## src/rtl/lcdns_pkg.sv

```systemverilog
`timescale 1ns / 1ps
// Shared types and constants for the character LCD nibble bus sequencer.
// No dependencies.
package lcdns_pkg;

  localparam logic [1:0] MODE_BYTE   = 2'd0;
  localparam logic [1:0] MODE_CURSOR = 2'd1;
  localparam logic [1:0] MODE_INIT   = 2'd2;

  localparam logic [1:0] REG_PULSE      = 2'd0;
  localparam logic [1:0] REG_SETTLE     = 2'd1;
  localparam logic [1:0] REG_SLOW_EXTRA = 2'd2;
  localparam logic [1:0] REG_POWER_WAIT = 2'd3;

  localparam logic [7:0]  CMD_SET_DDRAM     = 8'h80;
  localparam logic [7:0]  CMD_CLEAR         = 8'h01;
  localparam logic [7:0]  CMD_HOME          = 8'h02;
  localparam logic [6:0]  ROW1_BASE         = 7'h40;
  localparam logic [12:0] FIRST_INIT_WAIT_US = 13'd5000;
  localparam logic [12:0] INIT_WAIT_US       = 13'd150;

  // init events: one power wait, then 12 nibbles of two events each
  localparam logic [4:0] INIT_LAST_IDX = 5'd24;
  localparam logic [4:0] BYTE_LAST_IDX = 5'd3;
  localparam logic [3:0] INIT_CLEAR_LO = 4'd9;

  typedef enum logic {
    JOB_BYTE = 1'b0,
    JOB_INIT = 1'b1
  } job_kind_t;

  typedef struct packed {
    job_kind_t  kind;
    logic [7:0] value;
    logic       rs;
    logic       slow;
  } job_t;

  typedef struct packed {
    logic [7:0]  pulse;
    logic [9:0]  settle;
    logic [12:0] slow_extra;
    logic [15:0] power_wait;
  } cfg_t;

  // nibble order of the init sequence: 3,3,3,2 then 0x28 0x0C 0x01 0x06
  function automatic logic [3:0] init_nibble(input logic [3:0] n);
    logic [3:0] r;
    case (n)
      4'd0:    r = 4'h3;
      4'd1:    r = 4'h3;
      4'd2:    r = 4'h3;
      4'd3:    r = 4'h2;
      4'd4:    r = 4'h2;
      4'd5:    r = 4'h8;
      4'd6:    r = 4'h0;
      4'd7:    r = 4'hC;
      4'd8:    r = 4'h0;
      4'd9:    r = 4'h1;
      4'd10:   r = 4'h0;
      4'd11:   r = 4'h6;
      default: r = 4'h0;
    endcase
    return r;
  endfunction

endpackage

```

## src/rtl/char_lcd_nibble_bus_sequencer.sv

```systemverilog
`timescale 1ns / 1ps
// Top level of the 4-bit character LCD bus sequencer: config registers, front, queue, back.
// Depends on lcdns_pkg, lcdns_front, lcdns_queue, lcdns_back.
//
//   channel  direction  handshake              payload
//   in       sink       in_valid / in_ready    mode byte_value reg_select column row_sel
//   out      source     out_valid / out_ready  bus_nibble rs_level enable_level hold_us last
//   cfg      sink       cfg_we                 cfg_index cfg_data
//
// A byte or cursor request yields 4 words, one a cycle while out_ready is high; an init request yields 25.
// The sequencer loads a queued job when idle, or in the same cycle as the previous job's last word.
// Request acceptance only stalls when the job queue is full; mode 3 is taken and dropped.
// Output words stall in the output register while out_ready is low.
// Reset is synchronous; registers return to 1, 100, 2000, 50000 us.
module char_lcd_nibble_bus_sequencer #(
  parameter int QUEUE_DEPTH = 2
) (
  input  logic        clk,
  input  logic        rst,
  input  logic        cfg_we,
  input  logic [1:0]  cfg_index,
  input  logic [15:0] cfg_data,
  input  logic        in_valid,
  output logic        in_ready,
  input  logic [1:0]  mode,
  input  logic [7:0]  byte_value,
  input  logic        reg_select,
  input  logic [5:0]  column,
  input  logic        row_sel,
  output logic        out_valid,
  input  logic        out_ready,
  output logic [3:0]  bus_nibble,
  output logic        rs_level,
  output logic        enable_level,
  output logic [15:0] hold_us,
  output logic        last
);
  import lcdns_pkg::*;

  cfg_t cfg;
  logic q_full;
  logic q_push;
  job_t q_wr_job;
  logic q_pop;
  logic q_valid;
  job_t q_rd_job;

  always_ff @(posedge clk) begin
    if (rst) begin
      cfg.pulse      <= 8'd1;
      cfg.settle     <= 10'd100;
      cfg.slow_extra <= 13'd2000;
      cfg.power_wait <= 16'd50000;
    end else if (cfg_we) begin
      case (cfg_index)
        REG_PULSE:      cfg.pulse      <= cfg_data[7:0];
        REG_SETTLE:     cfg.settle     <= cfg_data[9:0];
        REG_SLOW_EXTRA: cfg.slow_extra <= cfg_data[12:0];
        REG_POWER_WAIT: cfg.power_wait <= cfg_data;
        default: ;
      endcase
    end
  end

  lcdns_front u_front (
    .in_valid   (in_valid),
    .in_ready   (in_ready),
    .mode       (mode),
    .byte_value (byte_value),
    .reg_select (reg_select),
    .column     (column),
    .row_sel    (row_sel),
    .q_full     (q_full),
    .q_push     (q_push),
    .q_job      (q_wr_job)
  );

  lcdns_queue #(
    .DEPTH (QUEUE_DEPTH)
  ) u_queue (
    .clk      (clk),
    .rst      (rst),
    .push     (q_push),
    .wr_job   (q_wr_job),
    .full     (q_full),
    .pop      (q_pop),
    .rd_valid (q_valid),
    .rd_job   (q_rd_job)
  );

  lcdns_back u_back (
    .clk          (clk),
    .rst          (rst),
    .cfg          (cfg),
    .q_valid      (q_valid),
    .q_job        (q_rd_job),
    .q_pop        (q_pop),
    .out_valid    (out_valid),
    .out_ready    (out_ready),
    .bus_nibble   (bus_nibble),
    .rs_level     (rs_level),
    .enable_level (enable_level),
    .hold_us      (hold_us),
    .last         (last)
  );

endmodule

```

## src/rtl/lcdns_front.sv

```systemverilog
`timescale 1ns / 1ps
// Request front end: classifies a request into a byte job or an init job.
// Depends on lcdns_pkg.
module lcdns_front (
  input  logic              in_valid,
  output logic              in_ready,
  input  logic [1:0]        mode,
  input  logic [7:0]        byte_value,
  input  logic              reg_select,
  input  logic [5:0]        column,
  input  logic              row_sel,
  input  logic              q_full,
  output logic              q_push,
  output lcdns_pkg::job_t   q_job
);
  import lcdns_pkg::*;

  logic [6:0] addr;
  logic [7:0] value;
  logic       rs;

  assign addr = {1'b0, column} + (row_sel ? ROW1_BASE : 7'h00);

  always_comb begin
    value = byte_value;
    rs    = reg_select;
    if (mode == MODE_CURSOR) begin
      value = CMD_SET_DDRAM | {1'b0, addr};
      rs    = 1'b0;
    end
  end

  assign in_ready = !q_full;
  // unused mode code is taken and dropped
  assign q_push   = in_valid && in_ready &&
                    (mode == MODE_BYTE || mode == MODE_CURSOR || mode == MODE_INIT);

  always_comb begin
    q_job.kind  = (mode == MODE_INIT) ? JOB_INIT : JOB_BYTE;
    q_job.value = value;
    q_job.rs    = rs;
    q_job.slow  = (mode != MODE_INIT) && !rs && (value == CMD_CLEAR || value == CMD_HOME);
  end

endmodule

```

## src/rtl/lcdns_queue.sv

```systemverilog
`timescale 1ns / 1ps
// Small job queue between front end and event sequencer.
// Depends on lcdns_pkg.
module lcdns_queue #(
  parameter int DEPTH = 2
) (
  input  logic            clk,
  input  logic            rst,
  input  logic            push,
  input  lcdns_pkg::job_t wr_job,
  output logic            full,
  input  logic            pop,
  output logic            rd_valid,
  output lcdns_pkg::job_t rd_job
);
  import lcdns_pkg::*;

  localparam int AW = (DEPTH > 1) ? $clog2(DEPTH) : 1;
  localparam int CW = $clog2(DEPTH + 1);

  job_t          mem [DEPTH];
  logic [AW-1:0] wr_ptr;
  logic [AW-1:0] rd_ptr;
  logic [CW-1:0] count;

  assign full     = (count == CW'(DEPTH));
  assign rd_valid = (count != '0);
  assign rd_job   = mem[rd_ptr];

  function automatic logic [AW-1:0] wrap_inc(input logic [AW-1:0] p);
    return (p == AW'(DEPTH - 1)) ? '0 : p + 1'b1;
  endfunction

  always_ff @(posedge clk) begin
    if (rst) begin
      wr_ptr <= '0;
      rd_ptr <= '0;
      count  <= '0;
    end else begin
      if (push) begin
        wr_ptr <= wrap_inc(wr_ptr);
      end
      if (pop) begin
        rd_ptr <= wrap_inc(rd_ptr);
      end
      if (push && !pop) begin
        count <= count + 1'b1;
      end else if (pop && !push) begin
        count <= count - 1'b1;
      end
    end
  end

  always_ff @(posedge clk) begin
    if (push) begin
      mem[wr_ptr] <= wr_job;
    end
  end

endmodule

```

## src/rtl/lcdns_back.sv

```systemverilog
`timescale 1ns / 1ps
// Event sequencer: walks a job through its timed pin events into an output word register.
// Depends on lcdns_pkg.
module lcdns_back (
  input  logic              clk,
  input  logic              rst,
  input  lcdns_pkg::cfg_t   cfg,
  input  logic              q_valid,
  input  lcdns_pkg::job_t   q_job,
  output logic              q_pop,
  output logic              out_valid,
  input  logic              out_ready,
  output logic [3:0]        bus_nibble,
  output logic              rs_level,
  output logic              enable_level,
  output logic [15:0]       hold_us,
  output logic              last
);
  import lcdns_pkg::*;

  typedef enum logic [1:0] {
    ST_IDLE = 2'b01,
    ST_RUN  = 2'b10
  } state_t;

  state_t     state;
  job_t       job;
  logic [4:0] idx;

  logic        slot_free;
  logic        emit;
  logic        is_init;
  logic [4:0]  k;
  logic [3:0]  n;
  logic        e_high;
  logic [12:0] extra;
  logic [13:0] settle_sum;
  logic [3:0]  ev_nib;
  logic        ev_rs;
  logic        ev_en;
  logic [15:0] ev_hold;
  logic        ev_last;
  logic        load;

  assign is_init    = (job.kind == JOB_INIT);
  assign k          = is_init ? idx - 5'd1 : idx;
  assign n          = k[4:1];
  assign e_high     = !k[0];
  assign settle_sum = {4'b0, cfg.settle} + {1'b0, extra};

  always_comb begin
    extra = '0;
    if (is_init) begin
      if (n == 4'd0) begin
        extra = FIRST_INIT_WAIT_US;
      end else if (n == 4'd1 || n == 4'd2 || n == 4'd3) begin
        extra = INIT_WAIT_US;
      end else if (n == INIT_CLEAR_LO) begin
        extra = cfg.slow_extra;
      end
    end else if (n[0] && job.slow) begin
      extra = cfg.slow_extra;
    end
  end

  always_comb begin
    ev_rs   = is_init ? 1'b0 : job.rs;
    ev_en   = e_high;
    ev_hold = e_high ? {8'b0, cfg.pulse} : {2'b0, settle_sum};
    if (is_init) begin
      ev_nib  = init_nibble(n);
      ev_last = (idx == INIT_LAST_IDX);
      if (idx == '0) begin
        ev_nib  = 4'h0;
        ev_en   = 1'b0;
        ev_hold = cfg.power_wait;
      end
    end else begin
      ev_nib  = n[0] ? job.value[3:0] : job.value[7:4];
      ev_last = (idx == BYTE_LAST_IDX);
    end
  end

  assign slot_free = !out_valid || out_ready;
  assign emit      = (state == ST_RUN) && slot_free;
  assign load      = q_valid && (state == ST_IDLE || (emit && ev_last));
  assign q_pop     = load;

  always_ff @(posedge clk) begin
    if (rst) begin
      state     <= ST_IDLE;
      out_valid <= 1'b0;
    end else begin
      if (load) begin
        state <= ST_RUN;
      end else if (emit && ev_last) begin
        state <= ST_IDLE;
      end
      if (emit) begin
        out_valid <= 1'b1;
      end else if (out_ready) begin
        out_valid <= 1'b0;
      end
    end
  end

  always_ff @(posedge clk) begin
    if (emit) begin
      bus_nibble   <= ev_nib;
      rs_level     <= ev_rs;
      enable_level <= ev_en;
      hold_us      <= ev_hold;
      last         <= ev_last;
    end
    if (load) begin
      job <= q_job;
      idx <= '0;
    end else if (emit) begin
      idx <= idx + 5'd1;
    end
  end

endmodule

```

## config.mk

```make
export PLATFORM = sky130hd
export DESIGN_NAME = char_lcd_nibble_bus_sequencer
export DESIGN_NICKNAME = d
export VERILOG_FILES = /design/src/rtl/lcdns_pkg.sv /design/src/rtl/char_lcd_nibble_bus_sequencer.sv /design/src/rtl/lcdns_front.sv /design/src/rtl/lcdns_queue.sv /design/src/rtl/lcdns_back.sv
export SDC_FILE = /design/constraint.sdc
export NUM_CORES = 1
export LEC_CHECK = 0
export BUFFER_PORTS_ARGS = -buffer_cell sky130_fd_sc_hd__buf_2
export CAP_MARGIN = 15
export CORE_UTILIZATION = 35
export DETAILED_ROUTE_END_ITERATION = 8
export GPL_TIMING_DRIVEN = 0
export PLACE_DENSITY = 0.52
export SLEW_MARGIN = 20
export SYNTH_ARGS = -nofsm -noshare
export SYNTH_HDL_FRONTEND = slang
export SYNTH_SLANG_ARGS = --single-unit
```

## constraint.sdc

```tcl
create_clock -name clk -period 3.5 [get_ports clk]
set_clock_uncertainty 0.15 [all_clocks]
set_input_delay 0.7 -clock clk [delete_from_list [all_inputs] [get_ports clk]]
set_output_delay 0.7 -clock clk [all_outputs]
set_load 0.02 [all_outputs]
```

==> impl.org <==
** Status
- The run finished, with violations left.
- The checks that failed: negative setup slack.

** Placement
- DP Wirelength :: 9190 um
- Instance area at placement :: 0.00606 sq mm
- Total of buffers placed on input and output ports :: 64
- Final GP Congestion :: 0.853
- After detailed placement, the design holds a cell count of 778.

** Drt
- For this block, the via count after detailed routing is 4,226.
- Dividing the detail-routed via count by the number of cells gives 5.02.
- Routed Antenna Nets :: 0
- Post-detailed-routing wire length :: 13,500 um
- After detailed routing, the average wire length per cell comes to 16.0 um.
- Before antenna repair, the detailed router went through 4 iterations.
- Iteration-0 DRC Markers :: 242
- After detailed routing, the number of remaining DRC violations is 0.

** Min path
- Number of cells on the worst hold path :: 2
- Worst min-delay path category :: reg -> reg
- The worst hold path begins at cfg[7].

** Finish
- The number of antenna diodes in the final layout is 0.
- Nets :: 696
- Ratio of cells with drive above 1 in the final layout :: 31.5%
- Measured on the finished design, the core utilization comes to 47.2%.
- Finished Cell Area :: 0.00717 sq mm
- The library cells used most frequently in the layout, excluding fill and tap cells, are sky130_fd_sc_hd__nand2_1 (99), sky130_fd_sc_hd__buf_2 (68), sky130_fd_sc_hd__dfxtp_1 (57).
- Most common library cell in the layout ignoring fill and taps :: sky130_fd_sc_hd__nand2_1
- Cell Count, Final, Fillers Out :: 841
- Compared with the post-synthesis result, the final layout area differs by 31.3%.

** Die
- Overall die width :: 127 um
- Die area :: 0.0161 sq mm
- For this configuration, the core starts out at a cell density of 35.9%.
- In this run the standard cell core region covers 0.0152 sq mm.
- Boundary pin count :: 66
- In this run the vertical extent of the chip is 127 um.
- The floorplan has 45 rows.

** Power and ir drop
- In this run the static leakage power is 2.77 nW.
- Worst vdd ir :: 0.405 mV
- Of the total power, registers draw 33.9%.
- The share of total power dissipated in combinational logic is 29.4%.
- Cell internal power was estimated by the tool at 3.55 mW.
- In this run switching power makes up 30.4% of total power.
- Part of the power in the clock network :: 36.7%
- Power per unit of standard cell area :: 713 mW/mm^2
- Switching Power :: 1.55 mW

** Yosys
- For this run, asynchronously set or reset flops after synthesis account for 0%.
- The netlist uses 64 different library cells.
- In this run the cell area of the synthesized design comes to 0.00546 sq mm.
- Synth Area per Inst :: 10.4 sq um
- In this run, synthesis produced a sequential element count of 115.
- Of the synthesized area, sequential elements account for 52.5%.
- The most used flip-flop cell after synthesis is sky130_fd_sc_hd__dfxtp_1.
- Cell count after synthesis :: 526
- Number of enable flip-flop cells after synthesis :: 56
- Total nets after synthesis :: 582
- Yosys printed 0 warnings.

** Clock tree
- Post-cts hold buffer count :: 0
- The clock passes through at most 2 buffers.
- Clock network latency to the later pin of the worst-skew pair :: 0.42 ns
- TritonCTS clock tree :: done
- The clock drives 115 sinks.
- Register clock-pin slew on the reported worst setup and hold paths :: 0.05 ns
- In this run, CTS created clock tree buffers numbering 17.
- The clock tree synthesis step divided the H-tree into 4 levels.
- The tree is rooted in a sky130_fd_sc_hd__clkbuf_16.

** Setup path
- Traced cell by cell, the critical path runs through buf_8, clkinvlp_4, ha_4, buf_4, o41ai_4, buf_6, and2_4, ha_4, fa_2, a211oi_2, o211ai_1, a41oi_2, nand4b_1, xor2_1, a22o_1.
- Cell repeated most along the worst path :: sky130_fd_sc_hd__ha_4
- Critical path origin :: u_back.idx[1]
- Largest delay share family, worst path :: compound AO/OA/AOI/OAI gates
- Of all nets on the critical path, the largest fanout is 3.
- Slowest cell on the critical path :: sky130_fd_sc_hd__o41ai_4
- Startpoint kind of the worst setup timing path :: register
- Together, buffers and inverters on the worst path number 4.
- Largest stage delay on the critical path :: 0.37 ns
- Startpoint of the lowest-slack register-to-register path :: u_back.idx[1]
- By startpoint and endpoint, the worst setup path is classified as reg -> reg.
- Endpoint type of the worst setup path :: register
- Worst Path Arrival :: 3.55 ns
- Worst reg-to-reg path cell count :: 15
- Required time of the worst setup path :: 3.52 ns
- Number of stages on the worst setup path :: 15

** Timing
- Worst setup slack after layout :: -0.0325 ns
- Relative max-transition margin :: 35.4%
- Least-Margin Pin Slew :: 0.967 ns
- Slew Limit Fails :: 0
- Setup TNS after final layout :: -0.0325 ns
- The smallest clock period supported by the final layout is computed as 3.53 ns.
- Number of endpoints failing setup at the final stage :: 1
- Highest attainable clock frequency :: 0.283 GHz
- After layout, the worst path uses 101% of the clock period.
- Final Hold Fails :: 0
- RSZ-0062 raised after global routing :: yes
- Smallest hold slack :: 0.306 ns

** GRT
- The via count of the first global-routing pass is 4,347.
- The global routing stage identified its most utilized layer as met2.
- Global-route total usage across every layer :: 18.2%
- Met3 usage :: 4.89%
- Met1 routing resource usage after global routing :: 22.5%
- For this run the aggregate overflow at the end of global routing stands at 0.
- Maximum number of pins on one net before global-route repair :: 29
- Met2 Use GR :: 30.1%
- The first global-routing pass estimated 22,100 um of wire.
- The initial antenna violation count was 0.

** Run
- Max-cap violations :: 0
what timing repair did:
item                                    4_1_cts  5_1_grt
cloned                                        0        0
buffers inserted                             25        7
gates resized for setup                      28       21
pin swaps                                    18       17
endpoints found under the setup margin       10        9
through the flow:
stage | power, mW | setup WS [ns]
after floorplan | 2.63 | 0.00696
after global routing | 5.37 | -0.200
after detailed placement | 2.99 | -0.490
after global placement | 2.96 | -0.488
after CTS | 5.05 | -0.0136
final | 5.11 | -0.0325
area by class of cell:
| cell class | instances | area, sq um |
|---|---|---|
| multi-input combinational | 377 | 2690 |
| inverter | 7 | 33.8 |
| fill | 1409 | 8030 |
| clock inverter | 14 | 211 |
| buffer | 27 | 149 |
| tap | 188 | 235 |
| clock buffer | 18 | 429 |
| timing repair buffer | 95 | 557 |
| sequential | 115 | 2870 |
flip-flops by register name, summed over array words and instances, names as in the netlist:
name                 cells
u_back.enable_level      1
u_queue.wr_ptr           1
u_back.idx               5
u_back.is_init           1
u_back.state             2
u_queue.mem             22
cfg                     47
u_back.hold_us          16
u_queue.rd_ptr           1
u_back.bus_nibble        4
u_back.last              1
u_back.job              10
u_back.out_valid         1
u_queue.count            2
u_back.rs_level          1
layer usage:
metal  up-vias  routed length [um]
met5         -                   0
met4         0                 236
met1      2016                6150
li1       2088                   -
met2       103                6570
met3        19                 535
worst min-delay path: stages, from the launching register on:
cell and delay [ns]:
sky130_fd_sc_hd__dfxtp_1 0.31, sky130_fd_sc_hd__nand2_1 0.05, sky130_fd_sc_hd__a21oi_1 0.05
path summary, 6_finish.rpt:
kind	to	slack [ns]
hold / removal	cfg[7]	0.31
hold reg to reg	cfg[7]	0.31
setup / recovery	u_back.hold_us[12]	-0.03
setup reg to reg	u_back.hold_us[12]	-0.03
logic make-up (layout without fill, tap and decap cells):
group | after synthesis | count (layout) | share of synthesized area (%)
mux | 33 | 33 | 6.56
buf+inv | 34 | 161 | 3.03
xor+xnor | 21 | 21 | 3.78
simple gates | 207 | 207 | 18.8
compound gates | 101 | 101 | 11.8
fa+ha+maj | 15 | 15 | 3.58
flops | 115 | 115 | 52.5
cell usage after synthesis (3+ instances only):
master	n	share of area (%)
sky130_fd_sc_hd__xnor2_1	8	1.3
sky130_fd_sc_hd__a211oi_1	4	0.55
sky130_fd_sc_hd__edfxtp_1	56	31
sky130_fd_sc_hd__and2_1	5	0.57
sky130_fd_sc_hd__mux2i_1	14	2.6
sky130_fd_sc_hd__nand3b_1	16	2.2
sky130_fd_sc_hd__xor2_1	10	1.6
sky130_fd_sc_hd__o21bai_1	3	0.41
sky130_fd_sc_hd__a21o_1	4	0.55
sky130_fd_sc_hd__clkbuf_1	15	1.0
sky130_fd_sc_hd__o21a_1	8	1.1
sky130_fd_sc_hd__inv_1	6	0.41
sky130_fd_sc_hd__buf_2	5	0.46
sky130_fd_sc_hd__nor2b_1	8	0.92
sky130_fd_sc_hd__and3_1	4	0.46
sky130_fd_sc_hd__nor2_1	30	2.1
sky130_fd_sc_hd__mux2_2	18	3.7
sky130_fd_sc_hd__ha_1	14	3.2
sky130_fd_sc_hd__a21oi_1	43	3.9
sky130_fd_sc_hd__buf_6	3	0.62
sky130_fd_sc_hd__a22o_1	3	0.48
sky130_fd_sc_hd__nand3_1	8	0.73
sky130_fd_sc_hd__nor3_1	6	0.55
sky130_fd_sc_hd__nand4b_1	4	0.64
sky130_fd_sc_hd__xor2_2	3	0.89
sky130_fd_sc_hd__nand2b_1	6	0.69
sky130_fd_sc_hd__o21ai_0	19	1.7
sky130_fd_sc_hd__dfxtp_1	59	22
sky130_fd_sc_hd__nand2_1	103	7.1
power by group through the flow:
stage	combinational [mW]	clock [mW]	sequential, mW
CTS	1.42	1.90	1.73
global placement	1.21	0	1.76
global route	1.64	1.98	1.75
floorplan	0.856	0	1.78
finish	1.50	1.87	1.73
detailed placement	1.23	0	1.76
(Power assumes the default switching activity.)
